--- config.mk ---
export PLATFORM = sky130hd
export DESIGN_NAME = schmitt_gate_duration_timer_unit
export DESIGN_NICKNAME = d
export VERILOG_FILES = /design/src/design/sgdt_pkg.sv /design/src/design/schmitt_gate_duration_timer_unit.sv
export VERILOG_INCLUDE_DIRS = /design/src /design/src/design
export SDC_FILE = /design/constraint.sdc
export NUM_CORES = 2
export LEC_CHECK = 0
export BUFFER_PORTS_ARGS = -buffer_cell sky130_fd_sc_hd__buf_2
export CORE_MARGIN = 5
export CORE_UTILIZATION = 50
export CTS_CLUSTER_DIAMETER = 50
export DETAILED_ROUTE_END_ITERATION = 8
export PLACE_DENSITY = 0.7
export SLEW_MARGIN = 20
export SYNTH_ARGS = -nofsm -noshare
export SYNTH_HDL_FRONTEND = slang
export SYNTH_SLANG_ARGS = --single-unit
--- constraint.sdc ---
create_clock -name clk -period 15.3 [get_ports clk]
set_input_delay 1.53 -clock clk [delete_from_list [all_inputs] [get_ports clk]]
set_output_delay 1.53 -clock clk [all_outputs]
set_load 0.03 [all_outputs]
--- src/design/schmitt_gate_duration_timer_unit_assert.svh ---
// Assertion macros for the schmitt gate duration timer unit.
// Users must have clk and rst_n in scope.
`ifndef SCHMITT_GATE_DURATION_TIMER_UNIT_ASSERT_SVH
`define SCHMITT_GATE_DURATION_TIMER_UNIT_ASSERT_SVH

`ifndef NO_ASSERTIONS

// checked only outside reset
`define SGDT_ASSERT(label, prop) \
    label: assert property (@(posedge clk) disable iff (!rst_n) prop) \
    else $error("sgdt: assertion failed");

// checked during reset as well
`define SGDT_ASSERT_ALWAYS(label, prop) \
    label: assert property (@(posedge clk) prop) \
    else $error("sgdt: assertion failed");

`else

`define SGDT_ASSERT(label, prop)
`define SGDT_ASSERT_ALWAYS(label, prop)

`endif

`endif

--- src/design/sgdt_pkg.sv ---
package sgdt_pkg;

    localparam int SAMPLE_BITS = 16;
    localparam int TIMER_BITS  = 24;
    localparam int COUNT_BITS  = 32;
    localparam int EDGE_BITS   = 16;
    localparam int NPULSE_BITS = 4;
    localparam int SUM_BITS    = 48;
    localparam int CFG_DATA_BITS  = 24;
    localparam int CFG_INDEX_BITS = 3;

    // register indexes
    localparam logic [CFG_INDEX_BITS-1:0] REG_THRESHOLD_LEVEL = 3'd0;
    localparam logic [CFG_INDEX_BITS-1:0] REG_HYSTERESIS      = 3'd1;
    localparam logic [CFG_INDEX_BITS-1:0] REG_HOLDOFF_TICKS   = 3'd2;
    localparam logic [CFG_INDEX_BITS-1:0] REG_PULSE_LENGTH    = 3'd3;
    localparam logic [CFG_INDEX_BITS-1:0] REG_PULSE_COUNT     = 3'd4;
    localparam logic [CFG_INDEX_BITS-1:0] REG_SPACING_TICKS   = 3'd5;
    localparam logic [CFG_INDEX_BITS-1:0] REG_EDGE_PULSE      = 3'd6;

    // reset values of the registers
    localparam logic signed [SAMPLE_BITS-1:0] THRESHOLD_RST = 16'sd0;
    localparam logic signed [SAMPLE_BITS-1:0] HYSTERESIS_RST = 16'sd2731;
    localparam logic [TIMER_BITS-1:0]  HOLDOFF_RST  = 24'd4800;
    localparam logic [TIMER_BITS-1:0]  PULSE_LEN_RST = 24'd480;
    localparam logic [NPULSE_BITS-1:0] PULSE_CNT_RST = 4'd0;
    localparam logic [TIMER_BITS-1:0]  SPACING_RST  = 24'd4800;
    localparam logic [EDGE_BITS-1:0]   EDGE_LEN_RST = 16'd48;

    localparam logic signed [SUM_BITS-1:0] SUM_MAX = {1'b0, {(SUM_BITS-1){1'b1}}};
    localparam logic signed [SUM_BITS-1:0] SUM_MIN = {1'b1, {(SUM_BITS-1){1'b0}}};

    typedef struct packed {
        logic signed [SAMPLE_BITS-1:0] cmp_sample;
        logic signed [SAMPLE_BITS-1:0] bias_sample;
        logic                          ext_gate;
        logic                          clear_stats;
        logic                          manual_level;
    } in_t;

    typedef struct packed {
        logic                          over;
        logic                          rising_edge;
        logic                          falling_edge;
        logic                          train_pulse;
        logic                          meas_done;
        logic [COUNT_BITS-1:0]         duration;
        logic [COUNT_BITS-1:0]         duration_min;
        logic [COUNT_BITS-1:0]         duration_max;
        logic [COUNT_BITS-1:0]         meas_total;
        logic signed [SAMPLE_BITS-1:0] bias_low;
        logic signed [SAMPLE_BITS-1:0] bias_high;
        logic signed [SUM_BITS-1:0]    bias_total;
    } out_t;

endpackage

--- src/design/schmitt_gate_duration_timer_unit.sv ---
// Schmitt gate duration timer.
// Input channel (in_valid / in_stall / in_data): one transaction is one sample
// tick carrying the comparator and bias samples, the external gate, the clear
// request and the manual trigger level.
// Output channel (out_valid / out_stall / out_data): one transaction per input
// tick with comparator state, edge and done pulses, window duration, duration
// min/max/count and bias min/max/sum of the current or last window.
// Config port (cfg_write / cfg_index / cfg_data): register write, one per
// clock, no read-back; write only while no tick is in flight.
// The result of a tick is in the output register on the clock after it is
// accepted. Throughput is one tick per cycle while out_stall is low, set by the
// single state update that sits between the input and the output register.
// The output register holds its transaction while out_stall is high; a new
// tick is accepted whenever that register is empty or being emptied, so
// in_stall follows out_stall only while a result is waiting.
// Reset clears all state but the output data register and loads the default register values.
`include "schmitt_gate_duration_timer_unit_assert.svh"

module schmitt_gate_duration_timer_unit (
    input  logic                                   clk,
    input  logic                                   rst_n,
    input  logic                                   in_valid,
    output logic                                   in_stall,
    input  sgdt_pkg::in_t                          in_data,
    output logic                                   out_valid,
    input  logic                                   out_stall,
    output sgdt_pkg::out_t                         out_data,
    input  logic                                   cfg_write,
    input  logic [sgdt_pkg::CFG_INDEX_BITS-1:0]    cfg_index,
    input  logic [sgdt_pkg::CFG_DATA_BITS-1:0]     cfg_data
);

    localparam logic [1:0] TRAIN_IDLE    = 2'd0;
    localparam logic [1:0] TRAIN_HOLDOFF = 2'd1;
    localparam logic [1:0] TRAIN_ACTIVE  = 2'd2;
    localparam logic [1:0] TRAIN_SPACING = 2'd3;

    localparam int SB = sgdt_pkg::SAMPLE_BITS;
    localparam int TB = sgdt_pkg::TIMER_BITS;
    localparam int CB = sgdt_pkg::COUNT_BITS;
    localparam int EB = sgdt_pkg::EDGE_BITS;
    localparam int NB = sgdt_pkg::NPULSE_BITS;
    localparam int WB = sgdt_pkg::SUM_BITS;

    // configuration
    logic signed [SB-1:0] thr_level_reg;
    logic signed [SB-1:0] hyst_reg;
    logic [TB-1:0]        holdoff_len_reg;
    logic [TB-1:0]        pulse_len_reg;
    logic [NB-1:0]        pulse_cnt_reg;
    logic [TB-1:0]        spacing_len_reg;
    logic [EB-1:0]        edge_len_reg;

    // state
    logic                 gate_reg, gate_next;
    logic [EB-1:0]        rise_reg, rise_next;
    logic [EB-1:0]        fall_reg, fall_next;
    logic                 window_reg, window_next;
    logic                 clear_hold_reg, clear_hold_next;
    logic [CB-1:0]        run_reg, run_next;
    logic signed [SB-1:0] bias_min_reg, bias_min_next;
    logic signed [SB-1:0] bias_max_reg, bias_max_next;
    logic signed [WB-1:0] bias_sum_reg, bias_sum_next;
    logic [CB-1:0]        dur_min_reg, dur_min_next;
    logic                 dur_min_valid_reg, dur_min_valid_next;
    logic [CB-1:0]        dur_max_reg, dur_max_next;
    logic [CB-1:0]        meas_cnt_reg, meas_cnt_next;
    logic [1:0]           train_state_reg, train_state_next;
    logic [NB-1:0]        train_cnt_reg, train_cnt_next;
    logic [TB-1:0]        holdoff_reg, holdoff_next;
    logic [TB-1:0]        pulse_reg, pulse_next;
    logic [TB-1:0]        spacing_reg, spacing_next;
    logic                 manual_reg, manual_next;

    logic                 out_valid_reg;
    sgdt_pkg::out_t       out_data_reg, out_data_next;

    logic                 in_fire;

    assign in_stall  = out_valid_reg & out_stall;
    assign in_fire   = in_valid & ~in_stall;
    assign out_valid = out_valid_reg;
    assign out_data  = out_data_reg;

    always_comb
    begin
        logic signed [SB:0]   ta;
        logic signed [SB:0]   tb;
        logic signed [SB:0]   th;
        logic signed [WB:0]   sum_ext;
        logic                 rise_out;
        logic                 fall_out;
        logic                 window;
        logic                 finished;
        logic                 hold_v;
        logic                 pulse_v;
        logic                 pause_v;

        gate_next          = gate_reg;
        rise_next          = rise_reg;
        fall_next          = fall_reg;
        clear_hold_next    = clear_hold_reg;
        run_next           = run_reg;
        bias_min_next      = bias_min_reg;
        bias_max_next      = bias_max_reg;
        bias_sum_next      = bias_sum_reg;
        dur_min_next       = dur_min_reg;
        dur_min_valid_next = dur_min_valid_reg;
        dur_max_next       = dur_max_reg;
        meas_cnt_next      = meas_cnt_reg;
        train_state_next   = train_state_reg;
        train_cnt_next     = train_cnt_reg;
        holdoff_next       = holdoff_reg;
        pulse_next         = pulse_reg;
        spacing_next       = spacing_reg;
        finished           = 1'b0;

        if (in_data.clear_stats)
        begin
            run_next           = '0;
            meas_cnt_next      = '0;
            train_state_next   = TRAIN_IDLE;
            clear_hold_next    = 1'b1;
            dur_min_valid_next = 1'b0;
            dur_min_next       = '0;
            dur_max_next       = '0;
        end

        // comparator: low threshold while over, high threshold while under
        ta = (SB+1)'(thr_level_reg);
        tb = ta + (SB+1)'(hyst_reg);
        if (gate_reg)
            th = (ta >= tb) ? tb : ta;
        else
            th = (ta >= tb) ? ta : tb;
        gate_next = ((SB+1)'(in_data.cmp_sample) >= th);

        if (!gate_reg && gate_next && edge_len_reg > rise_next)
            rise_next = edge_len_reg;
        if (gate_reg && !gate_next && edge_len_reg > fall_next)
            fall_next = edge_len_reg;
        rise_out = (rise_next != '0);
        if (rise_out)
            rise_next = rise_next - EB'(1);
        fall_out = (fall_next != '0);
        if (fall_out)
            fall_next = fall_next - EB'(1);

        // measurement window
        window = in_data.ext_gate | gate_next;
        if (window && !clear_hold_next)
        begin
            if (!window_reg)
            begin
                bias_min_next = in_data.bias_sample;
                bias_max_next = in_data.bias_sample;
                bias_sum_next = '0;
                run_next      = '0;
            end
            if (run_next != '1)
                run_next = run_next + CB'(1);
            if (in_data.bias_sample < bias_min_next)
                bias_min_next = in_data.bias_sample;
            if (in_data.bias_sample > bias_max_next)
                bias_max_next = in_data.bias_sample;
            sum_ext = (WB+1)'(bias_sum_next) + (WB+1)'(in_data.bias_sample);
            if (sum_ext[WB] != sum_ext[WB-1])
                bias_sum_next = sum_ext[WB] ? sgdt_pkg::SUM_MIN : sgdt_pkg::SUM_MAX;
            else
                bias_sum_next = sum_ext[WB-1:0];
        end
        if (!window)
        begin
            if (window_reg && !clear_hold_next)
            begin
                if (run_next > dur_max_next)
                    dur_max_next = run_next;
                if (!dur_min_valid_next || run_next < dur_min_next)
                    dur_min_next = run_next;
                dur_min_valid_next = 1'b1;
                if (meas_cnt_next != '1)
                    meas_cnt_next = meas_cnt_next + CB'(1);
                finished = 1'b1;
            end
            clear_hold_next = 1'b0;
        end

        // done pulse train
        if (finished || (in_data.manual_level && !manual_reg))
        begin
            if (holdoff_len_reg > holdoff_next)
                holdoff_next = holdoff_len_reg;
            train_state_next = TRAIN_HOLDOFF;
        end
        if (pulse_cnt_reg == '0 || window)
        begin
            train_state_next = TRAIN_IDLE;
            holdoff_next     = '0;
            pulse_next       = '0;
            spacing_next     = '0;
        end
        hold_v = (holdoff_next != '0);
        if (hold_v)
            holdoff_next = holdoff_next - TB'(1);
        pulse_v = (pulse_next != '0);
        if (pulse_v)
            pulse_next = pulse_next - TB'(1);
        pause_v = (spacing_next != '0);
        if (pause_v)
            spacing_next = spacing_next - TB'(1);

        case (train_state_next)
            TRAIN_HOLDOFF:
            begin
                if (!hold_v)
                begin
                    train_state_next = TRAIN_ACTIVE;
                    if (pulse_len_reg > pulse_next)
                        pulse_next = pulse_len_reg;
                end
            end
            TRAIN_ACTIVE:
            begin
                if (!pulse_v)
                begin
                    train_cnt_next = train_cnt_next + NB'(1);
                    if (train_cnt_next >= pulse_cnt_reg)
                        train_state_next = TRAIN_IDLE;
                    else
                    begin
                        if (spacing_len_reg > spacing_next)
                            spacing_next = spacing_len_reg;
                        train_state_next = TRAIN_SPACING;
                    end
                end
            end
            TRAIN_SPACING:
            begin
                if (!pause_v)
                begin
                    if (pulse_len_reg > pulse_next)
                        pulse_next = pulse_len_reg;
                    train_state_next = TRAIN_ACTIVE;
                end
            end
            default:
            begin
                train_cnt_next = '0;
            end
        endcase

        window_next = window;
        manual_next = in_data.manual_level;

        out_data_next.over         = gate_next;
        out_data_next.rising_edge  = rise_out;
        out_data_next.falling_edge = fall_out;
        out_data_next.train_pulse  = pulse_v;
        out_data_next.meas_done    = finished;
        out_data_next.duration     = run_next;
        out_data_next.duration_min = dur_min_valid_next ? dur_min_next : '0;
        out_data_next.duration_max = dur_max_next;
        out_data_next.meas_total   = meas_cnt_next;
        out_data_next.bias_low     = bias_min_next;
        out_data_next.bias_high    = bias_max_next;
        out_data_next.bias_total   = bias_sum_next;
    end

    always_ff @(posedge clk or negedge rst_n)
    begin
        if (!rst_n)
        begin
            thr_level_reg   <= sgdt_pkg::THRESHOLD_RST;
            hyst_reg        <= sgdt_pkg::HYSTERESIS_RST;
            holdoff_len_reg <= sgdt_pkg::HOLDOFF_RST;
            pulse_len_reg   <= sgdt_pkg::PULSE_LEN_RST;
            pulse_cnt_reg   <= sgdt_pkg::PULSE_CNT_RST;
            spacing_len_reg <= sgdt_pkg::SPACING_RST;
            edge_len_reg    <= sgdt_pkg::EDGE_LEN_RST;
        end
        else if (cfg_write)
        begin
            case (cfg_index)
                sgdt_pkg::REG_THRESHOLD_LEVEL: thr_level_reg   <= cfg_data[SB-1:0];
                sgdt_pkg::REG_HYSTERESIS:      hyst_reg        <= cfg_data[SB-1:0];
                sgdt_pkg::REG_HOLDOFF_TICKS:   holdoff_len_reg <= cfg_data[TB-1:0];
                sgdt_pkg::REG_PULSE_LENGTH:    pulse_len_reg   <= cfg_data[TB-1:0];
                sgdt_pkg::REG_PULSE_COUNT:     pulse_cnt_reg   <= cfg_data[NB-1:0];
                sgdt_pkg::REG_SPACING_TICKS:   spacing_len_reg <= cfg_data[TB-1:0];
                sgdt_pkg::REG_EDGE_PULSE:      edge_len_reg    <= cfg_data[EB-1:0];
                default:
                begin
                end
            endcase
        end
    end

    always_ff @(posedge clk or negedge rst_n)
    begin
        if (!rst_n)
        begin
            gate_reg          <= 1'b0;
            rise_reg          <= '0;
            fall_reg          <= '0;
            window_reg        <= 1'b0;
            clear_hold_reg    <= 1'b0;
            run_reg           <= '0;
            bias_min_reg      <= '0;
            bias_max_reg      <= '0;
            bias_sum_reg      <= '0;
            dur_min_reg       <= '0;
            dur_min_valid_reg <= 1'b0;
            dur_max_reg       <= '0;
            meas_cnt_reg      <= '0;
            train_state_reg   <= TRAIN_IDLE;
            train_cnt_reg     <= '0;
            holdoff_reg       <= '0;
            pulse_reg         <= '0;
            spacing_reg       <= '0;
            manual_reg        <= 1'b0;
        end
        else if (in_fire)
        begin
            gate_reg          <= gate_next;
            rise_reg          <= rise_next;
            fall_reg          <= fall_next;
            window_reg        <= window_next;
            clear_hold_reg    <= clear_hold_next;
            run_reg           <= run_next;
            bias_min_reg      <= bias_min_next;
            bias_max_reg      <= bias_max_next;
            bias_sum_reg      <= bias_sum_next;
            dur_min_reg       <= dur_min_next;
            dur_min_valid_reg <= dur_min_valid_next;
            dur_max_reg       <= dur_max_next;
            meas_cnt_reg      <= meas_cnt_next;
            train_state_reg   <= train_state_next;
            train_cnt_reg     <= train_cnt_next;
            holdoff_reg       <= holdoff_next;
            pulse_reg         <= pulse_next;
            spacing_reg       <= spacing_next;
            manual_reg        <= manual_next;
        end
    end

    always_ff @(posedge clk or negedge rst_n)
    begin
        if (!rst_n)
            out_valid_reg <= 1'b0;
        else if (in_fire)
            out_valid_reg <= 1'b1;
        else if (!out_stall)
            out_valid_reg <= 1'b0;
    end

    always_ff @(posedge clk)
    begin
        if (in_fire)
            out_data_reg <= out_data_next;
    end

    // an accepted tick always lands in the output register
    `SGDT_ASSERT(a_fire_fills_out, in_fire |=> out_valid_reg)
    // no completed window means no statistics
    `SGDT_ASSERT_ALWAYS(a_stats_empty, !dur_min_valid_reg |-> (meas_cnt_reg == '0 && dur_max_reg == '0))
    // a window close is always counted
    `SGDT_ASSERT(a_done_counted, (out_valid_reg && out_data_reg.meas_done) |-> out_data_reg.meas_total != '0)
    // bias extremes stay ordered
    `SGDT_ASSERT(a_bias_order, bias_min_reg <= bias_max_reg)

endmodule

After elaboration in Yosys (flattened, before gate mapping)
Cells that the tools add are included.
{"block": "classes", "add_sub_neg": 10, "multipliers": 0, "div_mod_pow": 0, "order_cmp": 12, "eq_ne": 14, "shift": 0, "mux": 72, "bitwise_logic": 5, "n_reduce_logical": 31}
{"op": "$mux 32", "n": 17}
{"op": "$mux 24", "n": 15}
{"op": "$mux 48", "n": 5}
{"op": "$mux 16", "n": 12}
{"op": "$gt 24x24->1", "n": 3}
{"op": "$reduce_bool 24->1", "n": 3}
{"op": "$sub 24x1->24 const B", "n": 3}
{"op": "$add 32x1->32 const B", "n": 2}
{"op": "$ne 32x32->1 const B", "n": 2}
{"op": "$mux 17", "n": 3}
{"op": "$add 48x16->49", "n": 1}
{"op": "$gt 16x16->1", "n": 3}
{"op": "$pmux 24 s2", "n": 1}
{"op": "$ge 16x17->1", "n": 2}
{"op": "$gt 32x32->1", "n": 1}
{"op": "$lt 32x32->1", "n": 1}
{"op": "$reduce_bool 16->1", "n": 2}
{"op": "$sub 16x1->16 const B", "n": 2}
{"op": "$add 16x16->17", "n": 1}
{"op": "$lt 16x16->1", "n": 1}
{"op": "$mux 2", "n": 7}
{"op": "$reduce_and 2->1", "n": 7}
{"op": "$eq 3x3->1 const B", "n": 3}
{"op": "$mux 1", "n": 9}
{"op": "other kinds (22)", "n": 38}
{"block": "word_totals", "register_bits": 661, "latch_bits": 0, "mem_bits_rw": 0, "rom_bits": 0, "inputBits": 67, "out_inout_bits": 215, "wordCells": 183, "memories": 0}

Logic depth before layout (Yosys ltp)
{"block": "logic_depth", "ltp_word": 16, "ltp_mapped": 56, "depth_no_buf": 48}

Worst setup path before layout
Ideal clock, no wire load.
{"block": "synth_timing", "kind": "reg2reg", "start": "register hyst_reg[0]", "end": "register spacing_reg[23]", "arrival_ps": 10888, "t_required_ps": 15218, "path_slack_ps": 4330, "path_stages_with_launch": 56, "period_less_slack_ps": 10970, "path_cell_list": "dfstp_2 > ha_1 > inv_1 > fa_1 > nor2b_1 > o21ai_0 > a21boi_0 > o21ai_0 > a21oi_1 > o21a_1 > o2111ai_1 > a31oi_1 > a21oi_1 > xor2_1 > ha_1 > a21o_1 > a21oi_1 > mux2i_1 > [20 not listed] > clkbuf_1 > o211ai_1 > o21ai_0 > inv_1 > ha_1 > a21o_1 > a21o_1 > a21o_1 > a21o_1 > a21o_1 > a21o_1 > a21oi_1 > nor3_1 > o31a_1 > clkbuf_1 > clkbuf_1 > or2_2 > a31oi_1"}
{"block": "synth_between", "elab_chain_cells": 15, "word_cells_on_any_way": 24, "classes_between": "add/sub (2); order compare (3); eq/ne (1); mux (13); bitwise (1); reduce/logical (4)"}
{"item": "from (decl)", "line_no": "schmitt_gate_duration_timer_unit.sv:47", "text": "logic signed [SB-1:0] hyst_reg;"}
{"item": "from (signal assigned)", "line_no": "schmitt_gate_duration_timer_unit.sv:274", "text": "hyst_reg <= sgdt_pkg::HYSTERESIS_RST;"}
{"item": "from (signal assigned)", "line_no": "schmitt_gate_duration_timer_unit.sv:285", "text": "sgdt_pkg::REG_HYSTERESIS: hyst_reg <= cfg_data[SB-1:0];"}
{"item": "$add 16x16->17 *", "line_no": "schmitt_gate_duration_timer_unit.sv:131", "text": "tb = ta + (SB+1)'(hyst_reg);"}
{"item": "$ge 16x17->1", "line_no": "schmitt_gate_duration_timer_unit.sv:133, schmitt_gate_duration_timer_unit.sv:135"}
{"item": "$mux 17, on equally long branches", "line_no": "schmitt_gate_duration_timer_unit.sv:135, schmitt_gate_duration_timer_unit.sv:133"}
{"item": "$mux 17 *", "line_no": "schmitt_gate_duration_timer_unit.sv:132", "text": "if (gate_reg)"}
{"item": "$ge 16x17->1 *", "line_no": "schmitt_gate_duration_timer_unit.sv:136", "text": "gate_next = ((SB+1)'(in_data.cmp_sample) >= th);"}
{"item": "named net gate_next", "line_no": "schmitt_gate_duration_timer_unit.sv:55", "text": "logic gate_reg, gate_next;"}
{"item": "$or 1x1->1 *", "line_no": "schmitt_gate_duration_timer_unit.sv:150", "text": "window = in_data.ext_gate | gate_next;"}
{"item": "$logic_or 1x1->1", "line_no": "schmitt_gate_duration_timer_unit.sv:195", "text": "if (pulse_cnt_reg == '0 || window)"}
{"item": "$mux 24", "line_no": "schmitt_gate_duration_timer_unit.sv:195"}
{"item": "$sub 24x1->24 / $reduce_bool 24->1 (equally long branches)", "line_no": "schmitt_gate_duration_timer_unit.sv:210, schmitt_gate_duration_timer_unit.sv:208"}
{"item": "$mux 24", "line_no": "schmitt_gate_duration_timer_unit.sv:209", "text": "if (pause_v)"}
{"item": "$gt 24x24->1", "line_no": "schmitt_gate_duration_timer_unit.sv:231", "text": "if (spacing_len_reg > spacing_next)"}
{"item": "$mux 24", "line_no": "schmitt_gate_duration_timer_unit.sv:231"}
{"item": "$mux 24", "line_no": "schmitt_gate_duration_timer_unit.sv:227", "text": "if (train_cnt_next >= pulse_cnt_reg)"}
{"item": "$mux 24", "line_no": "schmitt_gate_duration_timer_unit.sv:224", "text": "if (!pulse_v)"}
{"item": "$mux 24 *", "line_no": "schmitt_gate_duration_timer_unit.sv:212", "text": "case (train_state_next)"}
{"item": "to (signal assigned)", "line_no": "schmitt_gate_duration_timer_unit.sv:341", "text": "spacing_reg <= spacing_next;"}
{"item": "to (decl)", "line_no": "schmitt_gate_duration_timer_unit.sv:72", "text": "logic [TB-1:0] spacing_reg, spacing_next;"}
The timed path passes the listed nets; every way through them passes the cells marked *.
A chain may end at the register's enable or synchronous reset.

Final worst setup path
{"block": "layout_timing", "start": "register thr_level_reg[0]", "end": "register pulse_reg[3]"}
{"block": "layout_between", "elab_chain_cells": 14, "word_cells_on_any_way": 28, "classes_between": "add/sub (2); order compare (3); eq/ne (2); mux (15); bitwise (1); reduce/logical (5)"}
{"item": "from (decl)", "line_no": "schmitt_gate_duration_timer_unit.sv:46", "text": "logic signed [SB-1:0] thr_level_reg;"}
{"item": "from (signal assigned)", "line_no": "schmitt_gate_duration_timer_unit.sv:273", "text": "thr_level_reg <= sgdt_pkg::THRESHOLD_RST;"}
{"item": "from (signal assigned)", "line_no": "schmitt_gate_duration_timer_unit.sv:284", "text": "sgdt_pkg::REG_THRESHOLD_LEVEL: thr_level_reg <= cfg_data[SB-1:0];"}
{"item": "$add 16x16->17", "line_no": "schmitt_gate_duration_timer_unit.sv:131"}
{"item": "$ge 16x17->1", "line_no": "schmitt_gate_duration_timer_unit.sv:133, schmitt_gate_duration_timer_unit.sv:135"}
{"item": "$mux 17, on equally long branches", "line_no": "schmitt_gate_duration_timer_unit.sv:135, schmitt_gate_duration_timer_unit.sv:133"}
{"item": "$mux 17 *", "line_no": "schmitt_gate_duration_timer_unit.sv:132"}
{"item": "$ge 16x17->1 *", "line_no": "schmitt_gate_duration_timer_unit.sv:136"}
{"item": "$or 1x1->1 *", "line_no": "schmitt_gate_duration_timer_unit.sv:150"}
{"item": "$logic_or 1x1->1", "line_no": "schmitt_gate_duration_timer_unit.sv:195"}
{"item": "$mux 24", "line_no": "schmitt_gate_duration_timer_unit.sv:195"}
{"item": "$sub 24x1->24 / $reduce_bool 24->1 (equally long branches)", "line_no": "schmitt_gate_duration_timer_unit.sv:207, schmitt_gate_duration_timer_unit.sv:205"}
{"item": "$mux 24", "line_no": "schmitt_gate_duration_timer_unit.sv:206", "text": "if (pulse_v)"}
{"item": "$gt 24x24->1", "line_no": "schmitt_gate_duration_timer_unit.sv:218, schmitt_gate_duration_timer_unit.sv:241"}
{"item": "$mux 24", "line_no": "schmitt_gate_duration_timer_unit.sv:218, schmitt_gate_duration_timer_unit.sv:241"}
{"item": "$mux 24, on equally long branches", "line_no": "schmitt_gate_duration_timer_unit.sv:239, schmitt_gate_duration_timer_unit.sv:215"}
{"item": "$pmux 24 s2 *", "line_no": "schmitt_gate_duration_timer_unit.sv:212"}
{"item": "to (signal assigned)", "line_no": "schmitt_gate_duration_timer_unit.sv:340", "text": "pulse_reg <= pulse_next;"}
{"item": "to (decl)", "line_no": "schmitt_gate_duration_timer_unit.sv:71", "text": "logic [TB-1:0] pulse_reg, pulse_next;"}
Every way passes the cells marked *; elsewhere a longest branch is shown, timed or not.

==> impl_metrics.toml <==
[timing]
final.min_clock_period_ns = 11.90
drv_slew = 0
hold_viol = 0
setup_tns_ns = 0
maxSlewHeadroom = 0.232
rsz0062_at_grt = "no"
fin_hold_ws_ns = 0.473
skew_ns = 0.0361
fin_crit_sh = 0.778
fmax_mhz = 84.0
worst_pin_slew_ns = 1.15
setup_violations = 0
fin_ws_ns = 3.40

[clocking]
clock-root-buffer = "clkbuf_16"
cts_resized = 0
hold_buffers = 0
cts.sinks = 661
numCtsBuffers = 97
clk_pin_slew_ns = 0.06
cts_max_level = 3
cts_tree = "done"
clk_latency_ns = 0.67
cts.path.max_buffers = 3
postCtsSetupBuffers = 0

[power]
p_leak_nw = 20.8
p_per_area_mw_per_mm2 = 197
power_mw = 9.43
ir_drop_mv = 0.137

[worst_setup_path]
crit_slowest_cell = "buf_4"
max_stage_delay_ns = 0.65
crit_fanout = 71
cp-start-kind = "flop"
ff2ff_path_depth = 44
critical_path_class = "flop to flop"
critPathArrivalTime_ns = 12.44
worstPathRequired_ns = 15.84
end_kind = "flop"

[global_route]
grt_use_total = 0.253
grt_max_degree = 173
grt_pass1_wl_mm = 186
grt_pass1_vias = 33500
antenna_found_initial = 2
overflow = 0

[hold_path]
hold_class = "flop to flop"
hold_path_depth = 2

[floorplanning]
placement_rows = 106
die_x_um = 300
fp.coreArea_mm2 = 0.0834
num_io_pins = 282
die_area_mm2 = 0.0897
start_util = 0.502
die_h_um = 300

[layout]
layout-drive-gt1-share = 0.170
diodes = 0
num-fill-cells = 7237
areaGrowthSynthToFinish_pct = 14.1
final_cells = 5790
largest_reg_flops = 213
fin_area_mm2 = 0.0478
final_util = 0.573
nNetsFinal = 5000

[synthesis]
avgSynthCellArea_um2 = 9.50
yosys.area_share.simple = 0.170
synth_edf_count = 213
synthAdderAreaFrac = 0.0942
yosys-top-cells-area = "dfrtp_1 25%, edfxtp_1 15%, ha_1 9.1%"
synth_seq_area_share = 0.421
ys_seq_elements = 661
synth.most_common_cell = "nand2_1"
synth_top_area_cell = "dfrtp_1"
syn_inst = 4410
syn_area_mm2 = 0.0419
ys.flop_type = "dfrtp_1"
synth_cell_types = 96
ys.warnings.count = 0
synth.area.mux_share = 0.0825
synth_compound_area_frac = 0.170
synth_top_family_by_area = "compound AO/OA/AOI/OAI gates"
synth_top_area_frac = 0.255
synth_common_cells = "532 x nand2_1, 427 x dfrtp_1, 321 x nor2_1"
synth_xor_area_frac = 0.0272
syn-num-nets = 4785
async_reset_ff_frac = 0.678

[routing]
top_layer = "met5"
drc = 0
wl_mm = 117
dr_total_vias = 34700
met3_length_mm = 6.51
drt-initial-drc-count = 2703
wl_met1_mm = 51.8
final_antenna_net_count = 0
dr_wl_met2_mm = 53.9
wire_per_inst_um = 20.1
drtPass1Iterations = 6
vias_per_cell = 5.99

[placed_design]
routabilityCongestion = 0.923
place_ws_ns = 3.57
dpl_cell_area_mm2 = 0.0444
portBuffers = 281
placed_cells = 5605
hpwl_mm = 80.3

[run]
drv_cap = 0

[status]
status = "completed"
## final timing paths
kind                                       start                to  slack (ns)
min in group asynchronous                  rst_n  bias_sum_reg[39]        0.85
worst min register to register        manual_reg        manual_reg        0.47
worst max-delay path            thr_level_reg[0]      pulse_reg[3]        3.40
worst min-delay path                  manual_reg        manual_reg        0.47
worst max register to register  thr_level_reg[0]      pulse_reg[3]        3.40
max in group asynchronous                  rst_n  thr_level_reg[8]       12.29
## layout by cell type (no fill, tap or decap), drive strengths merged, types with 200 or more instances in the layout
cell type  netlist  final
a21oi          295    295
o21ai          270    270
nand2          532    532
ha             306    306
nor2           321    321
inv            173    200
dfrtp          427    427
edfxtp         213    213
buf             38    334
mux2           228    228
## critical path: cells and delay by family, from the launching register on
family	cells	cell delay, ns
buffers and inverters	4	1.39
adders and majority gates	6	1.65
xor gates and xnor gates	1	0.24
muxes	4	1.01
DFF	1	0.42
and+or+nand+nor	6	1.36
AOI/OAI and AO/OA	23	5.64
## power breakdown
| group | leakage (nW) | internal, mW | switching, mW | total [mW] |
|---|---|---|---|---|
| clock network | 1.63 | 1.39 | 0.923 | 2.31 |
| registers | 7.70 | 2.25 | 0.348 | 2.60 |
| logic | 11.5 | 1.80 | 2.72 | 4.52 |
| total | 20.8 | 5.44 | 4.00 | 9.43 |
## cell type report
cell class,count,area (um^2),area share
clock buffers,111,2550,0.0534
clock inverters,73,848,0.0177
inverters,174,661,0.0138
multi-input cells,3357,22900,0.479
flip-flops and latches,661,17600,0.369
well taps,1080,1350,0.0283
repair buffers,334,1850,0.0387
## logic make-up after synthesis
logic type,Yosys count
simple gates,1483
compound gates,1111
flops,661
buf+inv,392
mux,317
fa+ha+maj,316
xor+xnor,130
## layer usage
metal	global-route usage	vias up
met1	0.351	16700
met3	0.0319	242
met5	0	-
met4	0.0916	2
li1	-	16600
met2	0.410	1103
No activity file was read; power rests on OpenSTA's default activity.
